--- config.mk ---
export PLATFORM = sky130hd
export DESIGN_NAME = serial_line_assembler
export DESIGN_NICKNAME = d
export VERILOG_FILES = /design/src/sla_pkg.sv /design/src/sla_front.sv /design/src/sla_cmd_queue.sv /design/src/sla_back.sv /design/src/serial_line_assembler.sv
export SDC_FILE = /design/constraint.sdc
export NUM_CORES = 1
export LEC_CHECK = 0
export BUFFER_PORTS_ARGS = -buffer_cell sky130_fd_sc_hd__buf_2
export CAP_MARGIN = 0
export CORE_MARGIN = 2
export CORE_UTILIZATION = 55
export DETAILED_ROUTE_END_ITERATION = 10
export GPL_ROUTABILITY_DRIVEN = 0
export PLACE_DENSITY = 0.71
export RECOVER_POWER = 100
export REMOVE_ABC_BUFFERS = 1
export SLEW_MARGIN = 25
export SYNTH_ARGS = -nofsm -noshare
export SYNTH_HDL_FRONTEND = slang
export SYNTH_SLANG_ARGS = --single-unit
--- constraint.sdc ---
create_clock -name clk -period 3.5 [get_ports clk]
set_input_delay 0 -clock clk [delete_from_list [all_inputs] [get_ports clk]]
set_output_delay 0 -clock clk [all_outputs]
set_load 0.01 [all_outputs]
--- src/sla_pkg.sv ---
package sla_pkg;

    // line store geometry
    localparam int LINE_DEPTH  = 64;
    localparam int STORE_SLOTS = LINE_DEPTH - 1;
    localparam int LEN_W       = 6;
    localparam int CHAR_W      = 7;

    // byte codes
    localparam logic [7:0] CH_LF      = 8'd10;
    localparam logic [7:0] CH_CR      = 8'd13;
    localparam logic [7:0] PRINT_LOW  = 8'd32;
    localparam logic [7:0] PRINT_HIGH = 8'd126;

    // command queue geometry
    localparam int QUEUE_DEPTH = 4;
    localparam int QPTR_W      = $clog2(QUEUE_DEPTH);

    typedef enum logic {
        CMD_WRITE,
        CMD_EMIT
    } cmd_op_t;

    // one request from the front to the back
    typedef struct packed {
        cmd_op_t             op;
        logic [LEN_W-1:0]    len_addr;
        logic [CHAR_W-1:0]   ch;
    } cmd_t;

    // queue handshake toward a consumer
    typedef struct packed {
        logic valid;
        cmd_t cmd;
    } queue_out_t;

endpackage

--- src/sla_front.sv ---
module sla_front (
    input  logic                clk,
    input  logic                rst_n,
    input  logic                in_valid,
    output logic                in_ready,
    input  logic [7:0]          rx_byte,
    input  logic                q_full,
    output logic                q_push,
    output sla_pkg::cmd_t       q_cmd
);

    logic [sla_pkg::LEN_W-1:0] fill_reg;
    logic [sla_pkg::LEN_W-1:0] fill_next;
    logic                      nl_reg;
    logic                      nl_next;
    logic                      accept;
    logic                      is_nl;
    logic                      is_print;

    assign in_ready = !q_full;
    assign accept   = in_valid && !q_full;
    assign is_nl    = (rx_byte == sla_pkg::CH_LF) || (rx_byte == sla_pkg::CH_CR);
    assign is_print = (rx_byte >= sla_pkg::PRINT_LOW) && (rx_byte <= sla_pkg::PRINT_HIGH);

    // classify the byte into a store write, a line emit or nothing
    always_comb
    begin
        fill_next       = fill_reg;
        nl_next         = nl_reg;
        q_push          = 1'b0;
        q_cmd.op        = sla_pkg::CMD_WRITE;
        q_cmd.len_addr  = fill_reg;
        q_cmd.ch        = rx_byte[sla_pkg::CHAR_W-1:0];
        if (accept)
        begin
            if (is_nl)
            begin
                if (!nl_reg && (fill_reg != '0))
                begin
                    q_push    = 1'b1;
                    q_cmd.op  = sla_pkg::CMD_EMIT;
                    fill_next = '0;
                end
                nl_next = 1'b1;
            end
            else if (is_print)
            begin
                if (fill_reg < sla_pkg::LEN_W'(sla_pkg::STORE_SLOTS))
                begin
                    q_push    = 1'b1;
                    fill_next = fill_reg + 1'b1;
                end
                else
                begin
                    fill_next = '0;
                end
                nl_next = 1'b0;
            end
            else
            begin
                nl_next = 1'b0;
            end
        end
    end

    // fill count and newline flag
    always_ff @(posedge clk or negedge rst_n)
    begin
        if (!rst_n)
        begin
            fill_reg <= '0;
            nl_reg   <= 1'b0;
        end
        else
        begin
            fill_reg <= fill_next;
            nl_reg   <= nl_next;
        end
    end

endmodule

--- src/sla_cmd_queue.sv ---
module sla_cmd_queue (
    input  logic                   clk,
    input  logic                   rst_n,
    input  logic                   push,
    input  sla_pkg::cmd_t          push_cmd,
    output logic                   full,
    input  logic                   pop,
    output sla_pkg::queue_out_t    head
);

    sla_pkg::cmd_t                 slot_reg [sla_pkg::QUEUE_DEPTH];
    logic [sla_pkg::QPTR_W-1:0]    wr_ptr_reg;
    logic [sla_pkg::QPTR_W-1:0]    wr_ptr_next;
    logic [sla_pkg::QPTR_W-1:0]    rd_ptr_reg;
    logic [sla_pkg::QPTR_W-1:0]    rd_ptr_next;
    logic [sla_pkg::QPTR_W:0]      count_reg;
    logic [sla_pkg::QPTR_W:0]      count_next;
    logic                          do_push;
    logic                          do_pop;

    assign full       = (count_reg == (sla_pkg::QPTR_W+1)'(sla_pkg::QUEUE_DEPTH));
    assign head.valid = (count_reg != '0);
    assign head.cmd   = slot_reg[rd_ptr_reg];
    assign do_push    = push && !full;
    assign do_pop     = pop && head.valid;

    // pointer and occupancy update
    always_comb
    begin
        wr_ptr_next = do_push ? wr_ptr_reg + 1'b1 : wr_ptr_reg;
        rd_ptr_next = do_pop ? rd_ptr_reg + 1'b1 : rd_ptr_reg;
        count_next  = count_reg;
        if (do_push && !do_pop)
        begin
            count_next = count_reg + 1'b1;
        end
        else if (!do_push && do_pop)
        begin
            count_next = count_reg - 1'b1;
        end
    end

    always_ff @(posedge clk or negedge rst_n)
    begin
        if (!rst_n)
        begin
            wr_ptr_reg <= '0;
            rd_ptr_reg <= '0;
            count_reg  <= '0;
        end
        else
        begin
            wr_ptr_reg <= wr_ptr_next;
            rd_ptr_reg <= rd_ptr_next;
            count_reg  <= count_next;
        end
    end

    // entry storage
    always_ff @(posedge clk)
    begin
        if (do_push)
        begin
            slot_reg[wr_ptr_reg] <= push_cmd;
        end
    end

endmodule

--- src/sla_back.sv ---
module sla_back (
    input  logic                        clk,
    input  logic                        rst_n,
    input  sla_pkg::queue_out_t         head,
    output logic                        pop,
    output logic                        out_valid,
    input  logic                        out_ready,
    output logic [sla_pkg::CHAR_W-1:0]  line_char,
    output logic [sla_pkg::LEN_W-1:0]   line_length,
    output logic                        last_char
);

    typedef enum logic [1:0] {
        B_IDLE,
        B_READ,
        B_OUT
    } back_state_t;

    back_state_t                 state_reg;
    back_state_t                 state_next;
    logic [sla_pkg::LEN_W-1:0]   len_reg;
    logic [sla_pkg::LEN_W-1:0]   len_next;
    logic [sla_pkg::LEN_W-1:0]   idx_reg;
    logic [sla_pkg::LEN_W-1:0]   idx_next;
    logic                        last_reg;
    logic                        last_next;
    logic                        mem_we;
    logic                        mem_re;
    logic [sla_pkg::CHAR_W-1:0]  rd_data_reg;
    logic [sla_pkg::CHAR_W-1:0]  line_mem [sla_pkg::STORE_SLOTS];

    assign out_valid   = (state_reg == B_OUT);
    assign line_char   = rd_data_reg;
    assign line_length = len_reg;
    assign last_char   = last_reg;

    // sequencer: store writes, then read out one character per pass
    always_comb
    begin
        state_next = state_reg;
        len_next   = len_reg;
        idx_next   = idx_reg;
        last_next  = last_reg;
        pop        = 1'b0;
        mem_we     = 1'b0;
        mem_re     = 1'b0;
        unique case (state_reg)
            B_IDLE:
            begin
                if (head.valid)
                begin
                    pop = 1'b1;
                    if (head.cmd.op == sla_pkg::CMD_WRITE)
                    begin
                        mem_we = 1'b1;
                    end
                    else
                    begin
                        len_next   = head.cmd.len_addr;
                        idx_next   = '0;
                        state_next = B_READ;
                    end
                end
            end
            B_READ:
            begin
                mem_re     = 1'b1;
                last_next  = (({1'b0, idx_reg} + 1'b1) == {1'b0, len_reg});
                state_next = B_OUT;
            end
            B_OUT:
            begin
                if (out_ready)
                begin
                    if (last_reg)
                    begin
                        state_next = B_IDLE;
                    end
                    else
                    begin
                        idx_next   = idx_reg + 1'b1;
                        state_next = B_READ;
                    end
                end
            end
            default:
            begin
                state_next = B_IDLE;
            end
        endcase
    end

    always_ff @(posedge clk or negedge rst_n)
    begin
        if (!rst_n)
        begin
            state_reg <= B_IDLE;
            len_reg   <= '0;
            idx_reg   <= '0;
            last_reg  <= 1'b0;
        end
        else
        begin
            state_reg <= state_next;
            len_reg   <= len_next;
            idx_reg   <= idx_next;
            last_reg  <= last_next;
        end
    end

    // line store, one write or one registered read per cycle
    always_ff @(posedge clk)
    begin
        if (mem_we)
        begin
            line_mem[head.cmd.len_addr] <= head.cmd.ch;
        end
        if (mem_re)
        begin
            rd_data_reg <= line_mem[idx_reg];
        end
    end

endmodule

--- src/serial_line_assembler.sv ---
// serial_line_assembler: builds text lines from a stream of received bytes.
// Input channel in_valid / in_ready carries rx_byte. Printable bytes are
// stored; CR or LF ends a non-empty line, repeated CR/LF are skipped, a
// printable byte on a full store drops the partial line and that byte.
// Output channel out_valid / out_ready carries one character per request
// (line_char), with line_length and last_char marking the final character.
// The input takes a new byte whenever the queue is not full; a four-entry
// command queue sits between the classifier and the line store sequencer.
// The sequencer writes each stored character from the queue, and for each
// emitted character reads the memory, then shows it from the output register;
// each line starts its read-out with the emit command taken from the queue.
// After the ending CR/LF, the emit command passes through the queue, B_IDLE
// and B_READ before the first character appears in B_OUT.
// When the receiver stalls, the current character holds on the output,
// the queue fills and then in_ready drops until space frees up.
// Reset clears the fill count, the newline flag, the queue and the
// sequencer; the line store holds no reset value and needs no clearing.
module serial_line_assembler (
    input  logic                        clk,
    input  logic                        rst_n,
    input  logic                        in_valid,
    output logic                        in_ready,
    input  logic [7:0]                  rx_byte,
    output logic                        out_valid,
    input  logic                        out_ready,
    output logic [sla_pkg::CHAR_W-1:0]  line_char,
    output logic [sla_pkg::LEN_W-1:0]   line_length,
    output logic                        last_char
);

    logic                 q_full;
    logic                 q_push;
    logic                 q_pop;
    sla_pkg::cmd_t        q_cmd;
    sla_pkg::queue_out_t  q_head;

    // byte classifier
    sla_front u_front (
        .clk      (clk),
        .rst_n    (rst_n),
        .in_valid (in_valid),
        .in_ready (in_ready),
        .rx_byte  (rx_byte),
        .q_full   (q_full),
        .q_push   (q_push),
        .q_cmd    (q_cmd)
    );

    // command queue
    sla_cmd_queue u_queue (
        .clk      (clk),
        .rst_n    (rst_n),
        .push     (q_push),
        .push_cmd (q_cmd),
        .full     (q_full),
        .pop      (q_pop),
        .head     (q_head)
    );

    // line store and read-out
    sla_back u_back (
        .clk         (clk),
        .rst_n       (rst_n),
        .head        (q_head),
        .pop         (q_pop),
        .out_valid   (out_valid),
        .out_ready   (out_ready),
        .line_char   (line_char),
        .line_length (line_length),
        .last_char   (last_char)
    );

endmodule

Yosys cells after proc, flatten, opt, wreduce, memory -nomap -nowiden
Memory sizes are Yosys's and may differ from the RTL's. A register that Yosys moved wholly into a read port is not among the register bits.
Cells that the tools add are included.
- output and inout port bits: 16
- flip-flop bits (word level): 29
- memories: 2
- bits in writable memories: 497
- logic and storage cells: 88
- memory list (name ; depth ; width ; read ports ; clocked after Yosys merged registers in ; write ports ; RTL line ; text):
    u_back.line_mem ; 63 ; 7 ; 1 ; 1 ; 1 ; sla_back.sv:30 ; logic [sla_pkg::CHAR_W-1:0] line_mem [sla_pkg::STORE_SLOTS];
    u_queue.slot_reg ; 4 ; 14 ; 1 ; 0 ; 1 ; sla_cmd_queue.sv:11 ; sla_pkg::cmd_t slot_reg [sla_pkg::QUEUE_DEPTH];
- order comparisons: 3
- $add $sub $neg: 7
- eq/ne operators: 11
- mux-type cells: 34
- reductions and logical operators: 22
- operators with widths (cell ; number):
    2-to-1 mux 6 bit ; 8
    2-to-1 mux 1 bit ; 19
    == test 8 x 4 -> 1 bit, second input constant ; 2
    adder 6 x 1 -> 6 bit, second input constant ; 2
    one-hot mux 6 bit (2 select lines) ; 1
    AND reduction 3 bit ; 3
    >= comparator 8 x 6 -> 1 bit, second input constant ; 1
    less-or-equal comparator 8 x 7 -> 1 bit, second input constant ; 1
    adder 6 x 1 -> 7 bit, second input constant ; 1
    == test 7 x 6 -> 1 bit ; 1
    logical AND 1 bit ; 7
    less-than comparator 6 bit, second input constant ; 1
    2-to-1 mux 2 bit ; 3
    2-to-1 mux 3 bit ; 2
    inequality test 2 bit, second input constant ; 3
    one-hot mux 2 bit (3 select lines) ; 1
    nonzero test 2 bit ; 3
    nonzero test 6 bit ; 1
    AND reduction 5 bit ; 1
    adder 2 x 1 -> 2 bit, second input constant ; 2
    zero test 1 bit ; 4
    inequality test 2 x 1 -> 1 bit, second input constant ; 2
    adder 3 x 1 -> 3 bit, second input constant ; 1
    == test 3 bit, second input constant ; 1
    other kinds (6) ; 6

Longest topological paths before layout
Gate-level depths: netlist (run 1).
- depth in word-level cells: 10
- depth in mapped cells: 11
- mapped depth without buffers: 11

Modules after synthesis
From an unflattened synthesis (run 1), not the netlist that was laid out.
- cell total of the unflattened synthesis: 1089
- area, all modules: 21385.5 um^2
- modules (own cells, without submodules) (module ; cells each ; area an instance (um^2) ; times used):
    sla_back ; 912 ; 18323.8 ; 1
    sla_cmd_queue ; 108 ; 2477.4 ; 1
    sla_front ; 69 ; 584.3 ; 1

Least setup slack after synthesis (run 1)
OpenSTA, ideal clock, no wires.
- kind: register to register
- start point: register u_queue.count_reg[1] in the netlist's numbering
- end point: register u_queue.count_reg[1] in the netlist's numbering
- required time: 3375 ps
- stages on the path, launching flop included: 9
- slack: 936 ps
- clock period less this slack: 2564 ps
- arrival time: 2439 ps
- cells stage by stage: dfrtp_1 -> or3b_1 -> o2111a_1 -> a41o_1 -> a21boi_2 -> ha_1 -> inv_1 -> fa_1 -> mux2_2
- elaborated cells on any way between the ends: 18
- classes of those cells: 2 x add/sub; 1 x eq/ne; 5 x mux; 10 x reduce/logical
- RTL lines (what ; RTL line ; text):
    start, declared ; sla_cmd_queue.sv:16 ; logic [sla_pkg::QPTR_W:0] count_reg;
    start signal, assigned ; sla_cmd_queue.sv:55 ; count_reg <= count_next;
    == test 3 bit (*) ; sla_cmd_queue.sv:21 ; assign full = (count_reg == (sla_pkg::QPTR_W+1)'(sla_pkg::QUEUE_DEPTH));
    zero test 1 bit (*) ; - ;
    net in_ready ; serial_line_assembler.sv:22 ; output logic in_ready,
    logical AND 1 bit ; sla_front.sv:21 ; assign accept = in_valid && !q_full;
    2-to-1 mux 1 bit ; sla_front.sv:34 ; if (accept)
    logical AND 1 bit (*) ; sla_cmd_queue.sv:24 ; assign do_push = push && !full;
    net u_queue.do_push ; sla_cmd_queue.sv:18 ; logic do_push;
    logical AND 1 bit (*) ; sla_cmd_queue.sv:33 ; if (do_push && !do_pop)
    2-to-1 mux 3 bit (*) ; sla_cmd_queue.sv:33 ;
    net u_queue.count_next (one bit) ; sla_cmd_queue.sv:17 ; logic [sla_pkg::QPTR_W:0] count_next;
Mark *: on every way through the listed nets, which the timed path passes. The rest lies on a longest branch. The select of a mux whose other input is x is not followed.
A chain may end at the register's enable or synchronous reset.

Final worst setup path (run 1)
- start point: register u_queue.rd_ptr_reg[0] in the netlist's numbering
- end point: memory u_back.line_mem[7][2] in the netlist's numbering (enable)
- word-level cells in the longest chain between the ends: 6
- ends and longest elaborated chain (what ; RTL line ; text):
    start, declared ; sla_cmd_queue.sv:14 ; logic [sla_pkg::QPTR_W-1:0] rd_ptr_reg;
    start signal, assigned ; sla_cmd_queue.sv:54 ; rd_ptr_reg <= rd_ptr_next;
    memory read (4 x 14 bit) (*) ; - ;
    2-to-1 mux 1 bit ; sla_back.sv:53 ; if (head.cmd.op == sla_pkg::CMD_WRITE)
    2-to-1 mux 1 bit ; sla_back.sv:50 ; if (head.valid)
    2-to-1 mux 1 bit ; sla_back.sv:47 ; unique case (state_reg)
    2-to-1 mux 1 bit ; sla_back.sv:114 ; if (mem_we)
    2-to-1 mux 1 bit (not written as such) ; sla_back.sv:116 ; line_mem[head.cmd.len_addr] <= head.cmd.ch;
    end, declared ; sla_back.sv:30 ;
Every way passes the cells marked *; elsewhere a longest branch is shown, timed or not.

==> results of run 1 <==
==> synthesized netlist by cell type (6+ instances only) <==
| library cell | number | area share |
|---|---|---|
| xnor2_1 | 7 | 0.0029 |
| nand3_1 | 12 | 0.0028 |
| a22oi_1 | 8 | 0.0028 |
| nand2_1 | 48 | 0.0085 |
| mux4_2 | 114 | 0.12 |
| o211ai_1 | 8 | 0.0028 |
| buf_6 | 6 | 0.0032 |
| mux2_1 | 7 | 0.0037 |
| nor2_1 | 82 | 0.015 |
| a221oi_1 | 7 | 0.0029 |
| xor2_1 | 8 | 0.0033 |
| and2_1 | 7 | 0.0021 |
| dfrtp_1 | 29 | 0.034 |
| a21oi_1 | 11 | 0.0026 |
| buf_4 | 8 | 0.0028 |
| mux2i_1 | 31 | 0.015 |
| o21ai_1 | 12 | 0.0028 |
| clkbuf_1 | 22 | 0.0039 |
| buf_1 | 6 | 0.0011 |
| nor3_1 | 11 | 0.0026 |
| nand2b_1 | 7 | 0.0021 |
| nor2b_1 | 12 | 0.0035 |
| o21ai_0 | 12 | 0.0028 |
| buf_2 | 11 | 0.0026 |
| inv_1 | 10 | 0.0018 |
| a21o_1 | 7 | 0.0025 |
| edfxtp_1 | 504 | 0.71 |
| a211oi_1 | 10 | 0.0035 |
| ha_1 | 8 | 0.0047 |
==> power by group through the flow <==
stage	combinational, mW	sequential, mW	clock (mW)
4_1_cts	4.30	8.59	5.48
3_5_place_dp	4.26	8.72	0
2_1_floorplan	2.47	8.95	0
5_1_grt	4.41	8.68	5.73
3_3_place_gp	4.16	8.71	0
6_report	4.07	8.63	5.41
==> metrics by stage <==
stage / instance area, µm² / cells / utilization / hold slack, ps
2_1_floorplan: 20870 / 1033 / - / -295.6
5_1_grt: 23980 / 1786 / 0.6336 / 290.3
3_3_place_gp: 22520 / 1674 / 0.5950 / 75.95
6_report: 23980 / 1786 / 0.6336 / 300.4
3_5_place_dp: 22520 / 1674 / 0.5950 / 65.59
4_1_cts: 24340 / 1786 / 0.6431 / 190.8
==> worst reg2reg max path, delay by kind of cell, from the launching register on <==
| kind | cells | cell delay [ps] |
|---|---|---|
| buf+inv | 2 | 710 |
| simple gates | 3 | 990 |
| flops | 1 | 480 |
| mux | 1 | 570 |
==> layout make-up <==
cell class,instances,share of cell area
sequential,533,0.6619
multi-input combinational,490,0.2075
clock buffer,65,0.06022
timing repair buffer,144,0.03282
tap,511,0.02667
clock inverter,33,0.009393
inverter,10,0.001566
==> worst max path at each step <==
stage | end | slack, ps | depth (start not counted)
after CTS | u_back.line_char[5] | 560 | 5
after global routing | u_back.line_mem[3][3] | 210 | 6
after floorplan | u_back.line_char[1] | -2900 | 5
after detailed placement | u_back.line_char[5] | 570 | 5
final | u_back.line_mem[7][2] | 390 | 6
after global placement | u_back.line_char[5] | 590 | 5
==> routing by layer <==
| layer | up-vias | track usage | wire length [µm] |
|---|---|---|---|
| met1 | 5679 | 0.3370 | 19070 |
| li1 | 4697 | - | - |
| met3 | 77 | 0.04930 | 3530 |
| met5 | - | 0 | 0 |
| met4 | 0 | 0.05952 | 1056 |
| met2 | 461 | 0.3616 | 21480 |
==> cells by family (layout without fill, tap and decap cells) <==
logic type | count (synthesis) | in the layout | synth area share
compound gates | 107 | 107 | 0.03595
xor+xnor | 15 | 15 | 0.006198
fa+ha+maj | 9 | 9 | 0.005667
buf+inv | 65 | 252 | 0.01700
flops | 533 | 533 | 0.7482
mux | 158 | 158 | 0.1434
simple gates | 201 | 201 | 0.04356
==> cell usage in the layout, fill, tap and decap left out, types with 11 or more instances in the layout <==
cell type      netlist  final
a21oi_1             11     11
buf_4                8     27
clkbuf_1            22     96
clkbuf_16            0     55
clkinv_1             0     12
clkinv_2             0     13
dfrtp_1             29     26
dlygate4sd3_1        0     13
edfxtp_1           504    504
mux2i_1             31     31
mux4_2             114    114
nand2_1             48     48
nand3_1             12     12
nor2_1              82     82
nor2b_1             12     12
nor3_1              11     11
o21ai_0             12     16
==> results.toml, run 1 <==
[run_status]
status = "finished, violations left"
violations = "capacitance limit, slew limit"

[pwr]
switching_share = 0.2916
internal-power_mw = 12.83
peakVddDrop_mv = 0.6371
seqPwrFrac = 0.476
p_total_mw = 18.11
p_switching_mw = 5.282
comb_power_share = 0.225
power_density_mw_per_mm2 = 755.3
p_leak_nw = 7.528
clkPwrFrac = 0.299

[worst_setup_path]
crit_top_cell = "clkbuf_1"
critPathRequiredTime_ps = 3730
cp_cell_sequence = "mux4_2, nor3b_1, nand2_1, clkbuf_1, nor2_1, clkbuf_1"
worstSetupEndpointType = "flip-flop"
cp_max_fo = 7
critPathArrivalTime_ps = 3340
crit_family = "simple AND/OR/NAND/NOR gates"
critical_path_class = "flip-flop to flip-flop"
rrSetupSlack_ps = 390
r2r-start = "u_queue.rd_ptr_reg[0]"
cpPeakStageDelay_ps = 560
ff2ff_path_depth = 6
worst-path-buf-inv = 2
timing.rr.end = "u_back.line_mem[7][2]"
critPathLaunchType = "flip-flop"
cp_slowest_cell = "mux4_2"
crit_start = "u_queue.rd_ptr_reg[0]"

[cts]
clock-sinks = 533
cts-root-buf = "clkbuf_16"
post_cts_resized = 0
cts_tree = "done"
numCtsBuffers = 53
cts_setup_buffers = 0
clkTransAtPathRegs_ps = 60
htree_levels = 2
clk_path_buf_depth = 3
worstSkewPairLatency_ps = 580
ctsHoldBuffers = 14

[drt]
drc = 0
routed_wl_mm = 45.14
num_vias = 10914
dr.pass1.iters = 5
viasPerCell = 6.111
drt_iter0_markers = 1024
drtAntennaViolNets = 0
wl_per_cell_um = 25.27

[place]
port_buffers = 27
place_hpwl_mm = 28.70
place_ws_ps = 569.5

[global_routing]
grt_pass1_wl_mm = 69.35
track_usage = 0.2310
grt_pass1_vias = 11152
grt_max_degree = 64
overflow = 0
antenna_found_initial = 1

[logic_synthesis]
synth-async-reset-ratio = 0.05441
ys.warnings.count = 0
ys_types = 65
synth_ff_type = "edfxtp_1"
syn_area_mm2 = 0.02120
ys_ff_latch = 533
syn_area_per_cell_um2 = 19.48
synth_edf_count = 504
ys_seq_area_frac = 0.7482
syn_inst = 1088

[sta]
period_minus_slack_ps = 3111
worstMarginPinSlew_ps = 1602
fmax_ghz = 0.3214
final.setup.tns_ps = 0
fin_ws_ps = 388.6
clock_skew_ps = 17.56
final.period_utilization = 0.8890
hold_viol = 0
final_max_slew_viol_count = 30
max-slew-margin-rel = -0.06780
setup_viol = 0
rsz0062_at_grt = "false"

[final_layout]
seqCellArea_mm2 = 0.01587
drive_gt1_frac = 0.1929
largest_reg_flops = 441
multi_input_area_mm2 = 0.004975
fillers = 2720
final_nets = 1253
area_growth_pct = 13.12
antennaDiodeCount = 0

[job]
maxCapViolations = 1

[worst_hold_path]
hold_class = "primary input to flip-flop"
hold_depth = 3
min_to = "u_back.state_reg[1]"
hp-start = "out_ready"

[floorplan]
core_mm2 = 0.03784
pin_count = 28
start_util = 0.5601
die_w_um = 200.3
die_y_um = 200.3
die_area_mm2 = 0.04013
num_rows = 71
(Power assumes the default switching activity.)
==> run 2, diff against run 1 <==
CORE_ASPECT_RATIO = 0.8   (was default)
CORE_UTILIZATION = 60   (was 55)
PLACE_DENSITY = 0.76   (was 0.71)
==> results.toml, run 2 (synthesis results as in run 1) <==
[run_status]
status = "finished, violations left"
violations = "capacitance limit, slew limit"

[worst_hold_path]
hold_class = "primary input to flip-flop"
hp-start = "out_ready"
hold_depth = 3
min_to = "u_back.state_reg[1]"

[cts]
post_cts_resized = 0
clkTransAtPathRegs_ps = 60
worstSkewPairLatency_ps = 560
clk_path_buf_depth = 3
cts-root-buf = "clkbuf_16"
cts_tree = "done"
clock-sinks = 533
numCtsBuffers = 48
htree_levels = 2

[job]
maxCapViolations = 3

[sta]
fmax_ghz = 0.3086
final_max_slew_viol_count = 109
fin_ws_ps = 259.2
worstMarginPinSlew_ps = 1785
final.setup.tns_ps = 0
max-slew-margin-rel = -0.1898
period_minus_slack_ps = 3241
rsz0062_at_grt = "false"
hold_slack_ps = 314.8
final.period_utilization = 0.9260
hold_viol = 0
clock_skew_ps = 13.70
setup_viol = 0

[global_routing]
overflow = 0
grt_pass1_vias = 10863
antenna_found_initial = 0
grt_pass1_wl_mm = 69.43
track_usage = 0.2591
grt_max_degree = 64

[worst_setup_path]
cp_cell_sequence = "nor2b_1, a221oi_1, o21ai_0, a311oi_1, or3_1"
ff2ff_path_depth = 5
crit_family = "flip-flops"
cpPeakStageDelay_ps = 1530
timing.rr.end = "u_back.line_char[1]"
cp_slowest_cell = "dfrtp_1"
critPathRequiredTime_ps = 3810
worst-path-buf-inv = 0
critical_path_class = "flip-flop to flip-flop"
r2r-start = "u_back.idx_reg[2]"
rrSetupSlack_ps = 260
worst-path-stages = 5
critPathArrivalTime_ps = 3550
worstSetupEndpointType = "flip-flop"
critPathLaunchType = "flip-flop"
cp_max_fo = 41

[place]
place_ws_ps = 564.7
dp.cells = 1614
port_buffers = 27
post_dp_cell_area_mm2 = 0.02236
place_hpwl_mm = 28.92

[final_layout]
final_cell_area_mm2 = 0.02358
largest_reg_flops = 441
antennaDiodeCount = 0
layout_common_cells = "edfxtp_1 (504), mux4_2 (114), clkbuf_1 (88)"
drive_gt1_frac = 0.1793
final_common_cell = "edfxtp_1"
multi_input_area_mm2 = 0.004975
fillers = 2280
final_nets = 1225
final_cells = 1710
seqCellArea_mm2 = 0.01587
final_util = 0.6774
area_growth_pct = 11.23

[pwr]
peakVddDrop_mv = 0.5365
p_leak_nw = 7.358
seqPwrFrac = 0.497
clkPwrFrac = 0.270
comb_power_share = 0.233
p_total_mw = 17.55
power_density_mw_per_mm2 = 744.2
switching_share = 0.2954
internal-power_mw = 12.36
p_switching_mw = 5.182

[drt]
drtAntennaViolNets = 0
wl_per_cell_um = 27.00
drc = 0
dr.pass1.iters = 5
drt_iter0_markers = 1377
num_vias = 11036
viasPerCell = 6.454
routed_wl_mm = 46.17

[floorplan]
pin_count = 28
die_y_um = 172.1
start_util = 0.6090
die_w_um = 214.1
num_rows = 61
die_area_mm2 = 0.03686
core_mm2 = 0.03480
[run 2: cell count changes in the layout (fill, tap and decap cells not counted), sizes merged]
| cell | before | now |
|---|---|---|
| clkinvlp | 4 | 2 |
| dlygate4sd3 | 13 | 12 |
| buf | 34 | 31 |
| bufinv | 2 | 0 |
| inv | 11 | 10 |
| clkbuf | 162 | 142 |
| clkinv | 26 | 17 |
| dlymetal6s2s | 0 | 1 |
[run 2: cell type report]
type,instances,area share
Clock buffer,65,0.05456
Multi-Input combinational cell,490,0.2110
Inverter,10,0.001592
Tap cell,472,0.02505
Sequential cell,533,0.6730
Timing Repair Buffer,121,0.03089
Clock inverter,19,0.003874
[run 2: per-layer routing]
layer | up-vias | part of all wire | global-route usage
li1 | 4644 | - | -
met1 | 5664 | 0.41 | 0.3815
met2 | 638 | 0.45 | 0.3888
met3 | 90 | 0.11 | 0.06614
met4 | 0 | 0.028 | 0.08333
met5 | - | 0 | 0
[run 2: power groups by stage]
stage	clock [mW]	sequential [mW]	combinational (mW)
after floorplan	0	8.95	2.47
after global placement	0	8.79	4.17
after detailed placement	0	8.81	4.25
after CTS	4.80	8.67	4.28
after global routing	5.03	8.77	4.42
final	4.74	8.72	4.09
[run 2: repair_timing]
action	4_1_cts	5_1_grt
hold buffers	12	0
endpoints found under the hold margin	73	0
setup buffers	0	0
[run 2: how the worst max path moves through the flow]
stage	from	to	slack (ps)
after CTS	u_queue.rd_ptr_reg[0]	u_back.line_mem[62][2]	550
after detailed placement	u_queue.rd_ptr_reg[0]	u_back.line_mem[62][2]	560
after floorplan	u_back.idx_reg[0]	u_back.line_char[1]	-2900
final	u_back.idx_reg[2]	u_back.line_char[1]	260
after global placement	u_queue.rd_ptr_reg[0]	u_back.line_mem[30][4]	610
after global routing	u_queue.rd_ptr_reg[0]	u_back.line_mem[54][3]	170
[run 2: worst register-to-register path: stages, from the launching register on]
cell	delay (ps)
dfrtp_1	1530
nor2b_1	490
a221oi_1	160
o21ai_0	230
a311oi_1	190
or3_1	390
